===== src/sv/mra_pkg.sv =====
// mra_pkg: shared constants, codes, types and helpers for the modem rate adaptation block
// no dependencies; imported by mra_cfg, mra_step, modem_rate_adaptation and tb_top
package mra_pkg;

  // level counts and event constants
  localparam int SINGLE_LEVELS   = 6;
  localparam int OFDM_LEVELS     = 6;
  localparam int UPSHIFT_HOLD    = 4;
  localparam int FAIL_LIMIT      = 2;
  localparam int COOLDOWN_LENGTH = 30;
  localparam int EASY_ITERATIONS = 3;

  localparam int HARD_ITERATIONS = 30;
  localparam int MARGIN_STEP     = 20;
  localparam int MARGIN_FULL     = 32;
  localparam int MARGIN_HALF     = 16;
  localparam int BOOST_GAIN      = 77;
  localparam int DRAIN_PERIOD    = 4;

  localparam int THR_W     = 12;
  localparam int THR_SLOTS = 5;
  localparam int SINGLE_THR_N = (SINGLE_LEVELS - 1 > THR_SLOTS) ? THR_SLOTS : SINGLE_LEVELS - 1;
  localparam int OFDM_THR_N   = (OFDM_LEVELS - 1 > THR_SLOTS) ? THR_SLOTS : OFDM_LEVELS - 1;

  localparam logic [2:0] SINGLE_MAX = 3'(SINGLE_LEVELS - 1);
  localparam logic [2:0] OFDM_MAX   = 3'(OFDM_LEVELS - 1);

  localparam logic [8:0] ALPHA_RESET = 9'd64;
  localparam logic [7:0] HOLD_RESET  = 8'd4;

  typedef enum logic [2:0] {
    CMD_SINGLE_SNR  = 3'd0,
    CMD_OFDM_SNR    = 3'd1,
    CMD_LDPC        = 3'd2,
    CMD_FAILURE     = 3'd3,
    CMD_FORCE_SNGL  = 3'd4,
    CMD_FORCE_OFDM  = 3'd5,
    CMD_LOCK_SNGL   = 3'd6,
    CMD_NONE        = 3'd7
  } cmd_t;

  typedef enum logic [2:0] {
    REG_SINGLE_THR   = 3'd0,
    REG_OFDM_THR     = 3'd1,
    REG_SINGLE_CEIL  = 3'd2,
    REG_OFDM_CEIL    = 3'd3,
    REG_ALPHA        = 3'd4,
    REG_HOLD_COUNT   = 3'd5,
    REG_FAST_RAMP    = 3'd6,
    REG_STICKY_CLIMB = 3'd7
  } reg_idx_t;

  typedef struct packed {
    logic [59:0] single_thr;
    logic [59:0] ofdm_thr;
    logic [2:0]  single_ceil;
    logic [2:0]  ofdm_ceil;
    logic [8:0]  alpha;
    logic [7:0]  hold_count;
    logic        fast_ramp;
    logic        sticky_climb;
  } mra_cfg_t;

  typedef struct packed {
    logic [2:0]         command;
    logic signed [11:0] snr_sample;
    logic [7:0]         iteration_count;
    logic [7:0]         iteration_limit;
    logic [2:0]         level_request;
  } mra_item_t;

  typedef struct packed {
    logic [2:0]         single_level;
    logic [2:0]         ofdm_level;
    logic               locked;
    logic               avg_valid;
    logic signed [19:0] snr_average;
    logic [7:0]         hold_cnt;
    logic [3:0]         fail_cnt;
    logic [2:0]         drain_cnt;
    logic [5:0]         margin_boost;
    logic               hard_gate;
    logic [7:0]         cooldown_cnt;
    logic               easy_decode;
    logic               decode_ok;
  } mra_state_t;

  localparam mra_state_t STATE_RESET = '0;

  // ceiling above the top level acts as the top level
  function automatic logic [2:0] eff_ceil(logic [2:0] c, logic [2:0] top);
    return (c > top) ? top : c;
  endfunction

endpackage


===== src/sv/mra_cfg.sv =====
// mra_cfg: configuration register file, written through a plain write port
// depends on mra_pkg
module mra_cfg (
  input  logic              clk,
  input  logic              rst_n,
  input  logic              cfg_we,
  input  logic [2:0]        cfg_index,
  input  logic [59:0]       cfg_data,
  output mra_pkg::mra_cfg_t cfg
);
  import mra_pkg::*;

  mra_cfg_t cfg_r;

  always_ff @(posedge clk) begin
    if (!rst_n) begin
      cfg_r.single_thr   <= '0;
      cfg_r.ofdm_thr     <= '0;
      cfg_r.single_ceil  <= SINGLE_MAX;
      cfg_r.ofdm_ceil    <= OFDM_MAX;
      cfg_r.alpha        <= ALPHA_RESET;
      cfg_r.hold_count   <= HOLD_RESET;
      cfg_r.fast_ramp    <= 1'b0;
      cfg_r.sticky_climb <= 1'b0;
    end else if (cfg_we) begin
      case (reg_idx_t'(cfg_index))
        REG_SINGLE_THR:   cfg_r.single_thr   <= cfg_data;
        REG_OFDM_THR:     cfg_r.ofdm_thr     <= cfg_data;
        REG_SINGLE_CEIL:  cfg_r.single_ceil  <= cfg_data[2:0];
        REG_OFDM_CEIL:    cfg_r.ofdm_ceil    <= cfg_data[2:0];
        REG_ALPHA:        cfg_r.alpha        <= cfg_data[8:0];
        REG_HOLD_COUNT:   cfg_r.hold_count   <= cfg_data[7:0];
        REG_FAST_RAMP:    cfg_r.fast_ramp    <= cfg_data[0];
        REG_STICKY_CLIMB: cfg_r.sticky_climb <= cfg_data[0];
        default: ;
      endcase
    end
  end

  assign cfg = cfg_r;

endmodule


===== src/sv/mra_step.sv =====
// mra_step: next-state logic for one event (smoothing, level map, counters)
// depends on mra_pkg
module mra_step (
  input  mra_pkg::mra_state_t st,
  input  mra_pkg::mra_cfg_t   cfg,
  input  mra_pkg::mra_item_t  item,
  output mra_pkg::mra_state_t ns
);
  import mra_pkg::*;

  // count thresholds at or below the effective snr
  function automatic logic [2:0] level_count(logic [59:0] thr, logic signed [20:0] eff, int n);
    logic [2:0]         cnt;
    logic [11:0]        t;
    logic signed [20:0] t_s;
    cnt = 3'd0;
    for (int i = 0; i < THR_SLOTS; i++) begin
      t   = thr[THR_W*i +: THR_W];
      t_s = signed'({t[11], t, 8'd0});
      if (i < n && t_s <= eff) cnt = cnt + 3'd1;
    end
    return cnt;
  endfunction

  function automatic logic [7:0] drain(logic [7:0] cd, logic [2:0] lvl);
    logic [7:0] d;
    d = (lvl <= 3'd1) ? 8'd2 : 8'd1;
    return (cd > d) ? cd - d : 8'd0;
  endfunction

  cmd_t               cmd;
  logic [8:0]         a_eff;
  logic signed [9:0]  a_s;
  logic signed [9:0]  w_s;
  logic signed [21:0] p_new;
  logic signed [29:0] p_old;
  logic signed [21:0] old_part;
  logic signed [19:0] avg_new;
  logic signed [20:0] eff;
  logic [2:0]         s_ceil, o_ceil;
  logic [2:0]         s_cnt, o_cnt;
  logic [2:0]         s_tgt, o_tgt;
  logic [7:0]         hold_bump;
  logic [3:0]         fail_inc;
  logic [2:0]         drain_inc;
  logic [12:0]        k;
  logic [9:0]         lim3;
  logic [5:0]         b_tgt;
  logic [5:0]         b_diff;
  logic [11:0]        b_prod;
  logic               sngl_down;
  logic [2:0]         f_sngl, f_ofdm;

  assign cmd = cmd_t'(item.command);

  // running average: new = alpha*sample + floor((256-alpha)*avg/256)
  assign a_eff    = (cfg.alpha > 9'd256) ? 9'd256 : cfg.alpha;
  assign a_s      = signed'({1'b0, a_eff});
  assign w_s      = 10'sd256 - a_s;
  assign p_new    = a_s * item.snr_sample;
  assign p_old    = w_s * st.snr_average;
  assign old_part = 22'(p_old >>> 8);
  assign avg_new  = st.avg_valid ? 20'(p_new + old_part) : {item.snr_sample, 8'd0};

  assign eff   = 21'(avg_new) + signed'(21'({st.margin_boost, 8'd0}));
  assign s_cnt = level_count(cfg.single_thr, eff, SINGLE_THR_N);
  assign o_cnt = level_count(cfg.ofdm_thr, eff, OFDM_THR_N);

  assign s_ceil = eff_ceil(cfg.single_ceil, SINGLE_MAX);
  assign o_ceil = eff_ceil(cfg.ofdm_ceil, OFDM_MAX);
  assign s_tgt  = (s_cnt > s_ceil) ? s_ceil : s_cnt;

  always_comb begin
    o_tgt = o_cnt;
    // easy decodes pull the target one above the current level
    if (st.easy_decode && st.ofdm_level < o_ceil &&
        {1'b0, o_cnt} < {1'b0, st.ofdm_level} + 4'd1) begin
      o_tgt = st.ofdm_level + 3'd1;
    end
    if (o_tgt > o_ceil) o_tgt = o_ceil;
  end

  assign hold_bump = (st.hold_cnt != 8'hFF) ? st.hold_cnt + 8'd1 : st.hold_cnt;
  assign fail_inc  = (st.fail_cnt != 4'hF) ? st.fail_cnt + 4'd1 : st.fail_cnt;
  assign drain_inc = st.drain_cnt + 3'd1;

  // decode margin target from iteration use
  assign k    = 13'(MARGIN_STEP) * (13'(item.iteration_count) - 13'd1);
  assign lim3 = 10'(item.iteration_limit) * 10'd3;
  always_comb begin
    if (k < 13'(item.iteration_limit))  b_tgt = 6'(MARGIN_FULL);
    else if (k < 13'(lim3))             b_tgt = 6'(MARGIN_HALF);
    else                                b_tgt = 6'd0;
  end
  assign b_diff = b_tgt - st.margin_boost;
  assign b_prod = 12'(BOOST_GAIN) * 12'(b_diff);

  assign sngl_down = !st.locked && st.single_level != 3'd0;
  assign f_sngl    = (item.level_request > s_ceil) ? s_ceil : item.level_request;
  assign f_ofdm    = (item.level_request > o_ceil) ? o_ceil : item.level_request;

  always_comb begin
    ns = st;
    case (cmd)
      CMD_SINGLE_SNR: begin
        if (!st.locked) begin
          ns.avg_valid   = 1'b1;
          ns.snr_average = avg_new;
          if (st.cooldown_cnt != 8'd0) ns.cooldown_cnt = drain(st.cooldown_cnt, st.single_level);
          if (st.fail_cnt != 4'd0) ns.fail_cnt = st.fail_cnt - 4'd1;
          if (s_tgt > st.single_level && ns.cooldown_cnt == 8'd0 && !st.hard_gate) begin
            ns.hold_cnt = hold_bump;
            if (hold_bump >= 8'(UPSHIFT_HOLD)) begin
              ns.single_level = st.single_level + 3'd1;
              ns.hold_cnt     = 8'd0;
            end
          end else if (s_tgt < st.single_level) begin
            ns.single_level = s_tgt;
            ns.hold_cnt     = 8'd0;
            ns.fail_cnt     = 4'd0;
          end
        end
      end
      CMD_OFDM_SNR: begin
        ns.avg_valid   = 1'b1;
        ns.snr_average = avg_new;
        if (st.cooldown_cnt != 8'd0) ns.cooldown_cnt = drain(st.cooldown_cnt, st.ofdm_level);
        if (st.fail_cnt != 4'd0) begin
          ns.drain_cnt = drain_inc;
          if (drain_inc >= 3'(DRAIN_PERIOD)) begin
            ns.fail_cnt  = st.fail_cnt - 4'd1;
            ns.drain_cnt = 3'd0;
          end
        end else begin
          ns.drain_cnt = 3'd0;
        end
        if (o_tgt > st.ofdm_level && ns.cooldown_cnt == 8'd0 && !st.hard_gate) begin
          ns.hold_cnt = hold_bump;
          if (hold_bump >= cfg.hold_count) begin
            ns.ofdm_level = cfg.fast_ramp ? o_tgt : st.ofdm_level + 3'd1;
            ns.hold_cnt   = 8'd0;
          end
        end else if (o_tgt < st.ofdm_level && !(cfg.sticky_climb && st.decode_ok)) begin
          ns.ofdm_level = o_tgt;
          ns.hold_cnt   = 8'd0;
          ns.fail_cnt   = 4'd0;
        end
      end
      CMD_LDPC: begin
        if (item.iteration_count != 8'd0 && item.iteration_limit != 8'd0) begin
          ns.hard_gate   = item.iteration_count > 8'(HARD_ITERATIONS);
          ns.easy_decode = item.iteration_count <= 8'(EASY_ITERATIONS);
          ns.decode_ok   = 1'b1;
          if (b_tgt > st.margin_boost) ns.margin_boost = st.margin_boost + 6'(b_prod[11:8]);
          else                         ns.margin_boost = b_tgt;
        end
      end
      CMD_FAILURE: begin
        ns.fail_cnt     = fail_inc;
        ns.hold_cnt     = 8'd0;
        ns.margin_boost = 6'd0;
        ns.easy_decode  = 1'b0;
        ns.decode_ok    = 1'b0;
        if (fail_inc >= 4'(FAIL_LIMIT)) begin
          if (sngl_down) ns.single_level = st.single_level - 3'd1;
          if (st.ofdm_level != 3'd0) ns.ofdm_level = st.ofdm_level - 3'd1;
          ns.fail_cnt = 4'd0;
          if (sngl_down || st.ofdm_level != 3'd0) ns.cooldown_cnt = 8'(COOLDOWN_LENGTH);
        end
      end
      CMD_FORCE_SNGL, CMD_LOCK_SNGL, CMD_FORCE_OFDM: begin
        ns.hold_cnt     = 8'd0;
        ns.fail_cnt     = 4'd0;
        ns.drain_cnt    = 3'd0;
        ns.margin_boost = 6'd0;
        ns.hard_gate    = 1'b0;
        ns.easy_decode  = 1'b0;
        ns.decode_ok    = 1'b0;
        ns.cooldown_cnt = 8'd0;
        if (cmd == CMD_FORCE_OFDM) begin
          ns.ofdm_level = f_ofdm;
          if (f_ofdm == 3'd0) begin
            ns.avg_valid   = 1'b0;
            ns.snr_average = '0;
          end
        end else begin
          ns.single_level = f_sngl;
          if (cmd == CMD_LOCK_SNGL) ns.locked = 1'b1;
        end
      end
      default: ;
    endcase
  end

endmodule


===== src/sv/modem_rate_adaptation.sv =====
// modem_rate_adaptation: top level of the adaptive speed-level selector
// depends on mra_pkg, mra_cfg and mra_step
//
//  channel  | direction | handshake            | payload
//  ---------+-----------+----------------------+-----------------------------------------
//  in_      | input     | in_valid / in_ready  | command, snr_sample, iteration counts, req
//  out_     | output    | out_valid / out_ready| single_level, ofdm_level, cooldown_active
//  cfg_     | input     | cfg_we (no wait)     | cfg_index, cfg_data
//
// one event per cycle sustained while out_ready stays high; out_valid rises once the event
// has gone through the input register, then the event logic into the result register
// the state update for an event happens in the single step between those two
// registers, so each event sees the state left by the one before it
// a stalled out_ side holds the result register; the input register still
// takes one more event, then in_ready drops until the result moves on
// synchronous active-low reset clears levels, counters and the smoothed snr
module modem_rate_adaptation (
  input  logic        clk,
  input  logic        rst_n,
  // event channel
  input  logic        in_valid,
  output logic        in_ready,
  input  logic [2:0]  in_command,
  input  logic signed [11:0] in_snr_sample,
  input  logic [7:0]  in_iteration_count,
  input  logic [7:0]  in_iteration_limit,
  input  logic [2:0]  in_level_request,
  // result channel
  output logic        out_valid,
  input  logic        out_ready,
  output logic [2:0]  out_single_level,
  output logic [2:0]  out_ofdm_level,
  output logic        out_cooldown_active,
  // configuration write port
  input  logic        cfg_we,
  input  logic [2:0]  cfg_index,
  input  logic [59:0] cfg_data
);
  import mra_pkg::*;

  mra_cfg_t   cfg;
  mra_item_t  item_r;
  mra_state_t state_r, state_nxt, step_state;
  logic       in_valid_r;
  logic       out_valid_r;
  logic [2:0] out_single_r, out_ofdm_r;
  logic       out_cool_r;
  logic       advance;
  logic [2:0] s_ceil_wr, o_ceil_wr;

  mra_cfg u_cfg (
    .clk       (clk),
    .rst_n     (rst_n),
    .cfg_we    (cfg_we),
    .cfg_index (cfg_index),
    .cfg_data  (cfg_data),
    .cfg       (cfg)
  );

  mra_step u_step (
    .st   (state_r),
    .cfg  (cfg),
    .item (item_r),
    .ns   (step_state)
  );

  // the held event moves into the result register when that is empty or draining
  assign advance  = in_valid_r && (!out_valid_r || out_ready);
  assign in_ready = !in_valid_r || advance;

  // a ceiling write pulls the current level down to the new ceiling, unless an event advances in that cycle
  assign s_ceil_wr = eff_ceil(cfg_data[2:0], SINGLE_MAX);
  assign o_ceil_wr = eff_ceil(cfg_data[2:0], OFDM_MAX);

  always_comb begin
    state_nxt = state_r;
    if (advance) begin
      state_nxt = step_state;
    end else if (cfg_we) begin
      if (reg_idx_t'(cfg_index) == REG_SINGLE_CEIL && state_r.single_level > s_ceil_wr)
        state_nxt.single_level = s_ceil_wr;
      if (reg_idx_t'(cfg_index) == REG_OFDM_CEIL && state_r.ofdm_level > o_ceil_wr)
        state_nxt.ofdm_level = o_ceil_wr;
    end
  end

  // control and state
  always_ff @(posedge clk) begin
    if (!rst_n) begin
      in_valid_r  <= 1'b0;
      out_valid_r <= 1'b0;
      state_r     <= STATE_RESET;
    end else begin
      state_r <= state_nxt;
      if (in_ready) in_valid_r <= in_valid;
      if (advance) out_valid_r <= 1'b1;
      else if (out_ready) out_valid_r <= 1'b0;
    end
  end

  // payload registers
  always_ff @(posedge clk) begin
    if (in_valid && in_ready) begin
      item_r.command         <= in_command;
      item_r.snr_sample      <= in_snr_sample;
      item_r.iteration_count <= in_iteration_count;
      item_r.iteration_limit <= in_iteration_limit;
      item_r.level_request   <= in_level_request;
    end
    if (advance) begin
      out_single_r <= step_state.single_level;
      out_ofdm_r   <= step_state.ofdm_level;
      out_cool_r   <= step_state.cooldown_cnt != 8'd0;
    end
  end

  assign out_valid           = out_valid_r;
  assign out_single_level    = out_single_r;
  assign out_ofdm_level      = out_ofdm_r;
  assign out_cooldown_active = out_cool_r;

  // fail counter is cleared whenever it reaches the limit
  a_fail_bound: assert property (@(posedge clk) disable iff (!rst_n)
    state_r.fail_cnt < 4'(FAIL_LIMIT))
    else $error("fail counter reached its limit without a downshift");

  // drain counter restarts at the drain period
  a_drain_bound: assert property (@(posedge clk) disable iff (!rst_n)
    state_r.drain_cnt < 3'(DRAIN_PERIOD))
    else $error("drain counter past its period");

  a_boost_bound: assert property (@(posedge clk) disable iff (!rst_n)
    state_r.margin_boost <= 6'(MARGIN_FULL))
    else $error("margin boost above full margin");

  // only reset releases the single-carrier lock
  a_lock_sticky: assert property (@(posedge clk) disable iff (!rst_n)
    state_r.locked |=> state_r.locked)
    else $error("lock released without reset");

  // the smoothed snr moves only with an event transfer into the result stage
  a_avg_quiet: assert property (@(posedge clk) disable iff (!rst_n)
    !advance |=> $stable(state_r.snr_average))
    else $error("snr average changed without an event");

endmodule


===== config.mk =====
export PLATFORM = sky130hd
export DESIGN_NAME = modem_rate_adaptation
export DESIGN_NICKNAME = d
export VERILOG_FILES = /design/src/sv/mra_pkg.sv /design/src/sv/mra_cfg.sv /design/src/sv/mra_step.sv /design/src/sv/modem_rate_adaptation.sv
export SDC_FILE = /design/constraint.sdc
export NUM_CORES = 2
export LEC_CHECK = 0
export ABC_AREA = 0
export BUFFER_PORTS_ARGS = -buffer_cell sky130_fd_sc_hd__buf_2
export CORE_AREA = 2 2 217 272
export CTS_CLUSTER_DIAMETER = 40
export DETAILED_ROUTE_END_ITERATION = 8
export DIE_AREA = 0 0 219 274
export HOLD_SLACK_MARGIN = 0.03
export PLACE_DENSITY_LB_ADDON = 0.05
export SYNTH_ARGS = -nofsm -noshare
export SYNTH_HDL_FRONTEND = slang
export SYNTH_HIERARCHICAL = 1
export SYNTH_SLANG_ARGS = --single-unit

===== constraint.sdc =====
create_clock -name clk -period 17.6 [get_ports clk]
set_input_delay 4.4 -clock clk [delete_from_list [all_inputs] [get_ports clk]]
set_output_delay 4.4 -clock clk [all_outputs]
set_load 0.01 [all_outputs]

==> results.cfg <==
[logic_synthesis]
synthAdderAreaFrac_pct = 33.8
synth-async-reset-ratio_pct = 0
synth-xor-area-share_pct = 3.31
synth-simple-area-share_pct = 17.9
postSynthCellCount = 3480
synth-compound-area-share_pct = 12.4
synth-seq-cells = 248
synth.distinct_cells = 97
yosysWarnings = 6
synth_top_family_by_area = adder cells
ys.flop_type = dfxtp_1
synth_edf_count = 41
synth_area_um2 = 29600
avgSynthCellArea_um2 = 8.51
ys_seq_area_share_pct = 18.1
muxShareOfSynthArea_pct = 5.83

[critical_path]
cp-start-kind = register
critPathMaxFanout = 5
critPathSlowestCell = fa_1
cp-end-kind = register
slowest_delay_ps = 540
critPathKind = register to register
cp.required_ps = 18050
worstPathArrival_ps = 17570

[drt]
routed_wl_um = 87700
vias_per_cell = 5.54
drtAntennaViolNets = 0
wl_per_cell_um = 19.0
dr.pass1.iters = 5
route.detailed.drc = 0
drt_iter0_drc = 1511
vias = 25500

[placed_design]
hpwl_um = 68500
gp_congestion = 0.936
post-place-ws_ps = -441
portBuffers = 110

[timing]
slew_violations = 0
tightest_slew_ps = 1130
maxSlewHeadroom_pct = 23.6
layout_setup_ws_ps = 474
period_needed_ps = 17130
clock_skew_ps = 36.4
max_freq_mhz = 58.4
setup_viol = 0
fin_tns_setup_ps = 0
finalCritPeriodShare_pct = 97.3
hold_viol = 0

[finish]
fill_cells = 5120
drive_above_1_share_pct = 18.0
final_common_cell = nand2_1
fin_nets = 4547
multi_input_area_um2 = 22700
most-common-layout-cells = 562 x nand2_1, 463 x inv_1, 333 x ha_1
seqCellArea_um2 = 5380
syn2layout_area_growth_pct = 19.5

[run]
max_cap_viol_count = 0

[floorplanning]
start_util_pct = 51.3
core.rowCount = 99
die_area_um2 = 60000
ios = 111
coreArea_um2 = 57700
die_h_um = 274
die_w_um = 219

[worst_hold_path]
min_path_type = register to register

[grt]
overflow = 0
grt_pass1_wl_um = 138000
grt_max_degree = 122
grt_pass1_vias = 26700
track_usage_pct = 29.2
antenna_found_initial = 0

[clock_network]
clockRootBuffer = clkbuf_16
cts_tree = done
clk_pin_slew_ps = 60
cts_buffers = 48
cts_hold_buf = 0
cts_buffer_depth = 3
cts.sinks = 248
clk_latency_ps = 600
htree_levels = 2

[power_and_ir_drop]
ir_worst_vdd_mv = 0.0880
powerDensity_nw_per_um2 = 81.0
p_leak_nw = 17.0

[outcome]
status = finished clean
[synthesized netlist by cell type (64+ instances only)]
| cell type | n | area, um^2 |
|---|---|---|
| a21oi_1 | 186 | 931 |
| and2_1 | 135 | 845 |
| clkbuf_1 | 81 | 304 |
| dfxtp_1 | 207 | 4140 |
| fa_1 | 276 | 5530 |
| ha_1 | 359 | 4490 |
| inv_1 | 473 | 1780 |
| mux2i_1 | 161 | 1610 |
| nand2_1 | 570 | 2140 |
| nor2_1 | 122 | 458 |
| o21ai_0 | 108 | 541 |
| xnor2_1 | 64 | 561 |
[worst max-delay path, delay by kind of cell, from the launching register on]
family | cells | cell delay, ps
xor gates and xnor gates | 5 | 680
DFF | 1 | 370
muxes | 6 | 1640
AOI/OAI and AO/OA | 24 | 3910
and+or+nand+nor | 13 | 2140
buffers and inverters | 16 | 1680
adders and majority gates | 18 | 6500
[state kept, by name, summed over array words and instances (netlist names)]
| name | cells |
|---|---|
| item_r | 34 |
| out_cooldown_active | 1 |
| out_ofdm_level | 3 |
| out_single_level | 3 |
| in_valid_r | 1 |
| out_valid | 1 |
| state_r | 60 |
| u_cfg/cfg | 145 |
[cell type report]
class                           instances  share of cell area, %
Multi-Input combinational cell       2629                   64.2
Inverter                              473                   5.01
Tap cell                              757                   2.67
Timing Repair Buffer                  410                   8.16
Sequential cell                       248                   15.2
Clock buffer                           55                   3.58
Antenna cell                            1                0.00707
Clock inverter                         35                   1.18
[routing by layer]
| layer | track usage (%) | wire length [um] |
|---|---|---|
| met4 | 13.8 | 4490 |
| met5 | 0 | 0 |
| met2 | 52.5 | 44500 |
| met3 | 3.04 | 3450 |
| met1 | 34.7 | 35300 |
[worst paths after layout]
path	startpoint	end	slack [ps]	depth (start not counted)
setup / recovery	u_cfg/cfg[18]	state_r[56]	470	82
hold / removal	u_cfg/cfg[90]	u_cfg/cfg[90]	460	2
hold reg to reg	u_cfg/cfg[90]	u_cfg/cfg[90]	460	2
setup reg to reg	u_cfg/cfg[18]	state_r[56]	470	82
[through the flow]
stage | hold WS (ps) | instances | total power [mW] | utilization, % | area (um^2)
2_1_floorplan | 433 | 3497 | 1.32 | - | 29800
3_3_place_gp | 448 | 4471 | 1.72 | 56.2 | 32400
3_5_place_dp | 453 | 4471 | 1.74 | 56.2 | 32400
4_1_cts | 464 | 4576 | 2.76 | 59.5 | 34400
5_1_grt | 477 | 4607 | 3.04 | 61.3 | 35400
6_report | 461 | 4608 | 2.87 | 61.3 | 35400
[timing repair]
item	in CTS	in global routing
buffers inserted	15	31
resized for setup	37	176
setup endpoints to repair	16	24
pin swaps	18	129
[logic make-up (layout without fill, tap and decap cells)]
logic type,after synthesis,count (layout)
AOI/OAI and AO/OA,573,573
xor gates and xnor gates,108,108
adders and majority gates,635,635
buffers and inverters,620,973
DFF,248,248
muxes,171,171
other,2,20
and+or+nand+nor,1123,1123
[where the power goes]
group	switching [mW]	total, mW	internal, mW	leakage [nW]
registers	0.0245	0.621	0.596	2.08
clock network	0.360	0.964	0.604	0.823
logic	0.673	1.28	0.610	14.1
total	1.06	2.87	1.81	17.0
Note: power is estimated with default switching activity, not from simulation.
